## src/rtl/v4au_pkg.sv

```systemverilog
// v4au_pkg: shared types, codes and helpers of the vec4 arithmetic unit
// no dependencies; imported by every module of the block
package v4au_pkg;

   localparam int FracBitsDefault = 16;
   localparam int QueueDepth      = 4;
   localparam logic [15:0] TolReset = 16'd7;

   typedef enum logic [2:0] {
      OP_ADD   = 3'd0,
      OP_SUB   = 3'd1,
      OP_SCALE = 3'd2,
      OP_DOT   = 3'd3,
      OP_NORM  = 3'd4,
      OP_HOMOG = 3'd5,
      OP_EQUAL = 3'd6
   } op_type;

   typedef enum logic [3:0] {
      K_ADD,
      K_SUB,
      K_SCALE,
      K_DOT,
      K_EQUAL,
      K_NORM,
      K_HOMOG,
      K_HFAULT,
      K_ZERO
   } kind_type;

   typedef enum logic [2:0] {
      SL_IDLE,
      SL_SQUARE,
      SL_SUM,
      SL_ROOT,
      SL_SETUP,
      SL_DIVIDE,
      SL_DONE
   } slow_state_type;

   typedef logic [3:0][31:0] vec_type;

   typedef struct packed {
      kind_type    kind;
      vec_type     a;
      vec_type     b;
      logic [31:0] s;
   } item_type;

   typedef struct packed {
      vec_type     r;
      logic [31:0] scalar;
      logic        is_equal;
      logic        divide_fault;
   } result_type;

   function automatic logic [31:0] sat32(input logic signed [67:0] v);
      logic [31:0] r;
      if (v > 68'sh0_0000_0000_7FFF_FFFF) begin
         r = 32'h7FFF_FFFF;
      end else if (v < -68'sh0_0000_0000_8000_0000) begin
         r = 32'h8000_0000;
      end else begin
         r = v[31:0];
      end
      return r;
   endfunction

endpackage

```

## src/rtl/v4au_req_if.sv

```systemverilog
// v4au_req_if: request channel of the vec4 arithmetic unit
// valid/ready handshake with the operation code and operands; no dependencies
interface v4au_req_if;
   logic               valid;
   logic               ready;
   logic [2:0]         req_type;
   logic signed [31:0] a_x;
   logic signed [31:0] a_y;
   logic signed [31:0] a_z;
   logic signed [31:0] a_w;
   logic signed [31:0] b_x;
   logic signed [31:0] b_y;
   logic signed [31:0] b_z;
   logic signed [31:0] b_w;
   logic signed [31:0] scale_factor;

   modport source (output valid, req_type, a_x, a_y, a_z, a_w, b_x, b_y, b_z, b_w,
                   scale_factor, input ready);
   modport sink (input valid, req_type, a_x, a_y, a_z, a_w, b_x, b_y, b_z, b_w,
                 scale_factor, output ready);
endinterface

```

## src/rtl/v4au_front.sv

```systemverilog
// v4au_front: accepts request beats, classifies them and queues them for the back end
// depends on v4au_pkg and v4au_req_if
module v4au_front import v4au_pkg::*; (
   input  logic       clock,
   input  logic       reset,
   v4au_req_if.sink   req,
   output item_type   head,
   output logic       head_valid,
   input  logic       head_pop
);

   localparam int PtrBits   = $clog2(QueueDepth);
   localparam int CountBits = $clog2(QueueDepth + 1);

   item_type               mem_ff [QueueDepth];
   logic [PtrBits-1:0]     wr_ptr_ff;
   logic [PtrBits-1:0]     rd_ptr_ff;
   logic [CountBits-1:0]   count_ff;
   logic [CountBits-1:0]   count_in;
   item_type               cls;
   logic                   push;

   always_comb begin
      cls.a = {req.a_w, req.a_z, req.a_y, req.a_x};
      cls.b = {req.b_w, req.b_z, req.b_y, req.b_x};
      cls.s = req.scale_factor;
      case (op_type'(req.req_type))
         OP_ADD:   cls.kind = K_ADD;
         OP_SUB:   cls.kind = K_SUB;
         OP_SCALE: cls.kind = K_SCALE;
         OP_DOT:   cls.kind = K_DOT;
         OP_NORM:  cls.kind = K_NORM;
         OP_HOMOG: cls.kind = (req.a_w == 32'sd0) ? K_HFAULT : K_HOMOG;
         OP_EQUAL: cls.kind = K_EQUAL;
         default:  cls.kind = K_ZERO;
      endcase
   end

   assign req.ready  = (count_ff != CountBits'(QueueDepth));
   assign push       = req.valid && req.ready;
   assign head_valid = (count_ff != '0);
   assign head       = mem_ff[rd_ptr_ff];

   always_comb begin
      count_in = count_ff;
      if (push && !head_pop) begin
         count_in = count_ff + 1'b1;
      end else if (!push && head_pop) begin
         count_in = count_ff - 1'b1;
      end
   end

   always_ff @(posedge clock) begin
      if (reset) begin
         wr_ptr_ff <= '0;
         rd_ptr_ff <= '0;
         count_ff  <= '0;
      end else begin
         count_ff <= count_in;
         if (push) begin
            wr_ptr_ff <= wr_ptr_ff + 1'b1;
         end
         if (head_pop) begin
            rd_ptr_ff <= rd_ptr_ff + 1'b1;
         end
      end
   end

   always_ff @(posedge clock) begin
      if (push) begin
         mem_ff[wr_ptr_ff] <= cls;
      end
   end

endmodule

```

## src/flat_wrapper.sv

```systemverilog
// flat-port wrapper written by rule: the top's interface ports become plain ports
module v4au_front_flat import v4au_pkg::*;
  (clock, reset, head, head_valid, head_pop, req_valid, req_req_type, req_a_x, req_a_y, req_a_z, req_a_w, req_b_x, req_b_y, req_b_z, req_b_w, req_scale_factor, req_ready);
  v4au_req_if req_i ();
  input  logic clock;
  input  logic reset;
  output item_type head;
  output logic head_valid;
  input  logic head_pop;
  input wire logic [$bits(req_i.valid)-1:0] req_valid;
  input wire logic [$bits(req_i.req_type)-1:0] req_req_type;
  input wire logic [$bits(req_i.a_x)-1:0] req_a_x;
  input wire logic [$bits(req_i.a_y)-1:0] req_a_y;
  input wire logic [$bits(req_i.a_z)-1:0] req_a_z;
  input wire logic [$bits(req_i.a_w)-1:0] req_a_w;
  input wire logic [$bits(req_i.b_x)-1:0] req_b_x;
  input wire logic [$bits(req_i.b_y)-1:0] req_b_y;
  input wire logic [$bits(req_i.b_z)-1:0] req_b_z;
  input wire logic [$bits(req_i.b_w)-1:0] req_b_w;
  input wire logic [$bits(req_i.scale_factor)-1:0] req_scale_factor;
  output wire logic [$bits(req_i.ready)-1:0] req_ready;
  assign req_i.valid = req_valid;
  assign req_i.req_type = req_req_type;
  assign req_i.a_x = req_a_x;
  assign req_i.a_y = req_a_y;
  assign req_i.a_z = req_a_z;
  assign req_i.a_w = req_a_w;
  assign req_i.b_x = req_b_x;
  assign req_i.b_y = req_b_y;
  assign req_i.b_z = req_b_z;
  assign req_i.b_w = req_b_w;
  assign req_i.scale_factor = req_scale_factor;
  assign req_ready = req_i.ready;
  v4au_front u_core (.clock(clock), .reset(reset), .req(req_i), .head(head), .head_valid(head_valid), .head_pop(head_pop));
endmodule
```

## config.mk

```make
export PLATFORM = sky130hd
export DESIGN_NAME = v4au_front_flat
export DESIGN_NICKNAME = d
export VERILOG_FILES = /design/src/rtl/v4au_pkg.sv /design/src/rtl/v4au_req_if.sv /design/src/rtl/v4au_front.sv /design/src/flat_wrapper.sv
export SDC_FILE = /design/constraint.sdc
export NUM_CORES = 1
export LEC_CHECK = 0
export BUFFER_PORTS_ARGS = -buffer_cell sky130_fd_sc_hd__buf_2
export CAP_MARGIN = 20
export CORE_MARGIN = 8
export CORE_UTILIZATION = 40
export CTS_CLUSTER_DIAMETER = 80
export DETAILED_ROUTE_END_ITERATION = 10
export PLACE_DENSITY = 0.69
export SYNTH_ARGS = -nofsm -noshare
export SYNTH_HDL_FRONTEND = slang
export SYNTH_SLANG_ARGS = --single-unit
export TNS_END_PERCENT = 50
```

## constraint.sdc

```tcl
create_clock -name clock -period 12.2 [get_ports clock]
set_input_delay 0.61 -clock clock [delete_from_list [all_inputs] [get_ports clock]]
set_output_delay 0.61 -clock clock [all_outputs]
set_load 0.1 [all_outputs]
```

; ---- Word level (Yosys, flattened, before mapping)
; Memory sizes are Yosys's and may differ from the RTL's. A register that Yosys moved wholly into a read port is not among the register bits.
; Cells that the tools add are included.
[classes]
add_sub_neg = 4
magnitude_cmp = 0
n_reduce_logical = 9
mul = 0
shift = 0
eq_ne = 7
n_bitwise = 0
n_mux = 8
div = 0
[ops]
columns = cell, n
row1 = logical NOT 32 bit, 1
row2 = one-hot mux 4 bit (7 select lines), 1
row3 = "equality test 3 bit, second input constant", 3
row4 = "equality test 3 x 2 -> 1 bit, second input constant", 2
row5 = two-way mux 3 bit, 2
row6 = "adder 2 x 1 -> 2 bit, second input constant", 2
row7 = two-way mux 2 bit, 2
row8 = "adder 3 x 1 -> 3 bit, second input constant", 1
row9 = "equality test 3 x 1 -> 1 bit, second input constant", 1
row10 = logical AND 1 bit, 3
row11 = logical NOT 3 bit, 1
row12 = two-way mux 1 bit, 3
row13 = "!= test 3 bit, second input constant", 1
row14 = nonzero test 3 bit, 1
row15 = "subtractor 3 x 1 -> 3 bit, second input constant", 1
row16 = logical NOT 1 bit, 2
row17 = nonzero test 2 bit, 1
[word_totals]
n_memories = 1
reg_bits = 7
mem_bits_ro = 0
ram_bits = 1168
input_bits = 295
latchBits = 0
elab_cells = 32
[mem_list]
columns = name, words, word_bits, read_ports, rd_clocked_by_memory_dff, wr, line_no
row1 = u_core.mem_ff, 4, 292, 1, 1, 1, v4au_front.sv:15  ; item_type mem_ff [QueueDepth];

; ---- Longest topological paths before layout
[logic_depth]
depth_word = 6
depth_mapped = 8

; ---- Worst setup path after synthesis
; No wires, ideal clock.
[synth_path]
path_kind = in2reg
from = in req_valid
to = mem u_core.mem_ff[0][0] in the netlist's numbering, enable pin
t_arrival_ps = 7546
path_buffers = 0
path_stages = 2
t_required_ps = 11509
setup_ps = 691
path_slack_ps = 3964
cell_sequence = a21boi_2 -> and2_1
[synth_via]
elab_chain_len = 3
[synth_rtl]
columns = item, line_no
row1 = from (decl), flat_wrapper.sv:10  ; input wire logic [$bits(req_i.valid)-1:0] req_valid;
row2 = logical AND 1 bit, v4au_front.sv:40  ; assign push = req.valid && req.ready;
row3 = two-way mux 1 bit, v4au_front.sv:70  ; if (push) begin
row4 = two-way mux 1 bit (implied by the code), v4au_front.sv:71  ; mem_ff[wr_ptr_ff] <= cls;
row5 = to (decl), v4au_front.sv:15
; No other way between the ends.

==> results by group <==
Power and ir drop
  • Cell area power density: 219.2 nW/um2
  • Static leakage: 16.80 nW
  • Maximum vdd ir drop: about 0.14 mV

Clocking
  • CTS Buf Count: 118
  • H-tree depth: 3
  • Post-CTS setup buffer count: 0
  • Post-CTS Resized: 0
  • Worst-skew pair later-pin latency: 0.70 ns
  • Root Buffer Master: clkbuf_16
  • # clock sinks: 1177
  • TritonCTS clock tree: yes
  • Hold_buf cts: 0
  • CTS max path bufs: 3
  • Worst-path clk slew: 0.06 ns

Drt
  • DRC violations left: 0
  • Drt initial violations: approximately 1200
  • Post-Route WL: 91000 um
  • Wire per inst: 24.11 um
  • Pre-antenna DRT Iters: 6
  • Routed Antenna Nets: 0
  • Via density per instance: between 5 and 6
  • Via count of the routed design: 19172

Timing
  • Max-slew violation count: 0
  • Finish-stage setup viols: 0
  • Clock skew: between 0.04 and 0.05 ns
  • RSZ-0062 raised after global routing: no
  • Hold Slack: 0.1184 ns
  • Max Freq: 203.4 MHz
  • Worst-margin pin slew: 1.278 ns
  • Max transition margin: 0.1480
  • Final cycle utilization of the critical path: 0.4031
  • Final Hold Fails: 0
  • Crit path time final: 4.917 ns
  • Setup TNS: 0 ns

Global routing
  • Met1 usage: 0.1770
  • GR Overflow Total: 0
  • Largest net degree at the start of global routing: approximately 140
  • Top Usage Layer GRT: met2
  • Met2 usage: 0.2484
  • Vias in the first global route: 20693
  • Overall routing resource usage: 0.1490
  • Initial antenna violation count: 45
  • Met3 usage: 0.05495
  • First-pass GRT wire length: 132300 um

Yosys
  • Synth warn: 0
  • Mapped Nets: 1890
  • Synthesized flop and latch total: 1177
  • Mapped cell area: approximately 43000 um2
  • Ys async rst share: 0
  • Number of distinct library cells after synthesis: 28
  • Syn_area_per_cell: 27.06 um2
  • Post-synth EDFFs: 1168
  • Seq/Total Area, Yosys: 0.8199
  • Most used DFF post-synth: edfxtp_1
  • Mapped Cells: 1589

Cells and area
  • Commonest non-fill, non-tap cell in the layout: edfxtp_1
  • Nets: 2551
  • Layout cells sized above 1: 0.4548
  • Design Area, Final: 50960 um2
  • P&R area growth vs syn: 18.53%
  • Most frequent cells in the layout: edfxtp_1, buf_2, mux4_2

Floorplan
  • Core ar.: about 110000 um2
  • IO Count: ~590
  • Site row count: 120
  • Die Area: 118200 um2
  • Die X: 343.9 um
  • Chip Height: ~340 um
  • Initial core utilization: 0.4022

Placed design
  • Port Buffers: 588
  • DPL Wire Length: 57430 um
  • Placement Cell Area: between 40000 and 50000 um2
  • Routability cong.: 0.7666

Hold path
  • Class of the worst hold path: in2reg
  • Hold Path Stages: 1
  • Min-Delay Endpoint: u_core.mem_ff[3][162]
  • Min-delay src: req_a_x[2]

Worst setup path
  • Worst Reg-to-Reg Cells: 5
  • CP Launch Type: flip-flop
  • Crit Reg-Reg Endpoint: u_core.mem_ff[2][217]
  • Data arrival time of the critical path: 4.31 ns
  • Setup CP Type: reg2out
  • Reg2reg start: u_core.count_ff[0]
  • CP max FO: 113
  • Critical Path RT: roughly 12 ns
  • R2r setup slk: roughly 8.5 ns
  • CP endpoint kind: output pin

Flow run
  • # Max-Cap Violations: 0

Status
  • Status: finished clean
final cells by class:
type                    instances  area, um2
fillers                      8648      55940
diodes                         25      62.56
well taps                    1403       1755
clock inverters                67      656.9
multi-input cells             341       6935
inverters                       5      18.77
flip-flops and latches       1177      35260
clock buffers                 149       3100
repair buffers                607       3173
per-stage QoR:
stage | setup WS, ns | std cells | util | total power, mW
after floorplan | 3.964 | 1589 | - | 7.454
after global placement | 7.891 | 3533 | 0.4410 | 7.810
after detailed placement | 7.820 | 3533 | 0.4410 | 7.853
after CTS | 7.018 | 3749 | 0.4761 | 11.31
after global routing | 6.846 | 3762 | 0.4765 | 11.54
final | 7.283 | 3774 | 0.4767 | 11.17
critical path: stages, from the launching register on:
cell     delay [ns]
dfxtp_4        0.85
buf_12         0.59
buf_4          0.80
mux4_2         0.62
buf_2          0.31
sequential cells by signal, indices dropped and copies added, names as in the netlist, named ones only:
signal,cells
u_core.rd_ptr_ff,2
u_core.wr_ptr_ff,2
u_core.mem_ff,1168
u_core.count_ff,3
Yosys cell counts (3+ instances only):
cell      count  area share
dfxtp_1       9      0.0042
buf_12       31       0.014
nor4_1        8      0.0012
nor2_1        8     0.00070
ha_1          5      0.0015
clkbuf_1      5     0.00044
xor2_1        3     0.00061
o21ai_0       3     0.00035
inv_1         5     0.00044
and2_1        4     0.00058
edfxtp_1   1168        0.82
mux4_2      292        0.15
buf_2        28      0.0033
power breakdown:
| part | switching (mW) | internal, mW | leakage, nW |
|---|---|---|---|
| clock network | 1.47 | 1.97 | 1.83 |
| logic | 2.24 | 0.503 | 4.19 |
| registers | 0.0955 | 4.90 | 10.8 |
| total | 3.80 | 7.37 | 16.8 |
metal layers:
layer | vias up | wire length, um
met5 | - | 198
met4 | 30 | 2796
met3 | 183 | 7952
met2 | 654 | 45750
met1 | 9996 | 34300
li1 | 8309 | -
how the worst max path moves through the flow:
stage,start,end,depth (start not counted)
after floorplan,req_valid,u_core.mem_ff[0][0],2
after global placement,flip-flop,head[28],4
after detailed placement,flip-flop,head[251],4
after CTS,flip-flop,head[97],4
after global routing,flip-flop,head[253],4
final,flip-flop,head[251],4
cells by family after synthesis:
group           Yosys count  synth area share
xor+xnor                  5          0.001019
flops                  1177            0.8199
fa+ha+maj                 6          0.001921
simple gates             29          0.003608
compound gates            7          0.001106
buf+inv                  71           0.01900
mux                     294            0.1534
Note: power is estimated with default switching activity, not from simulation.
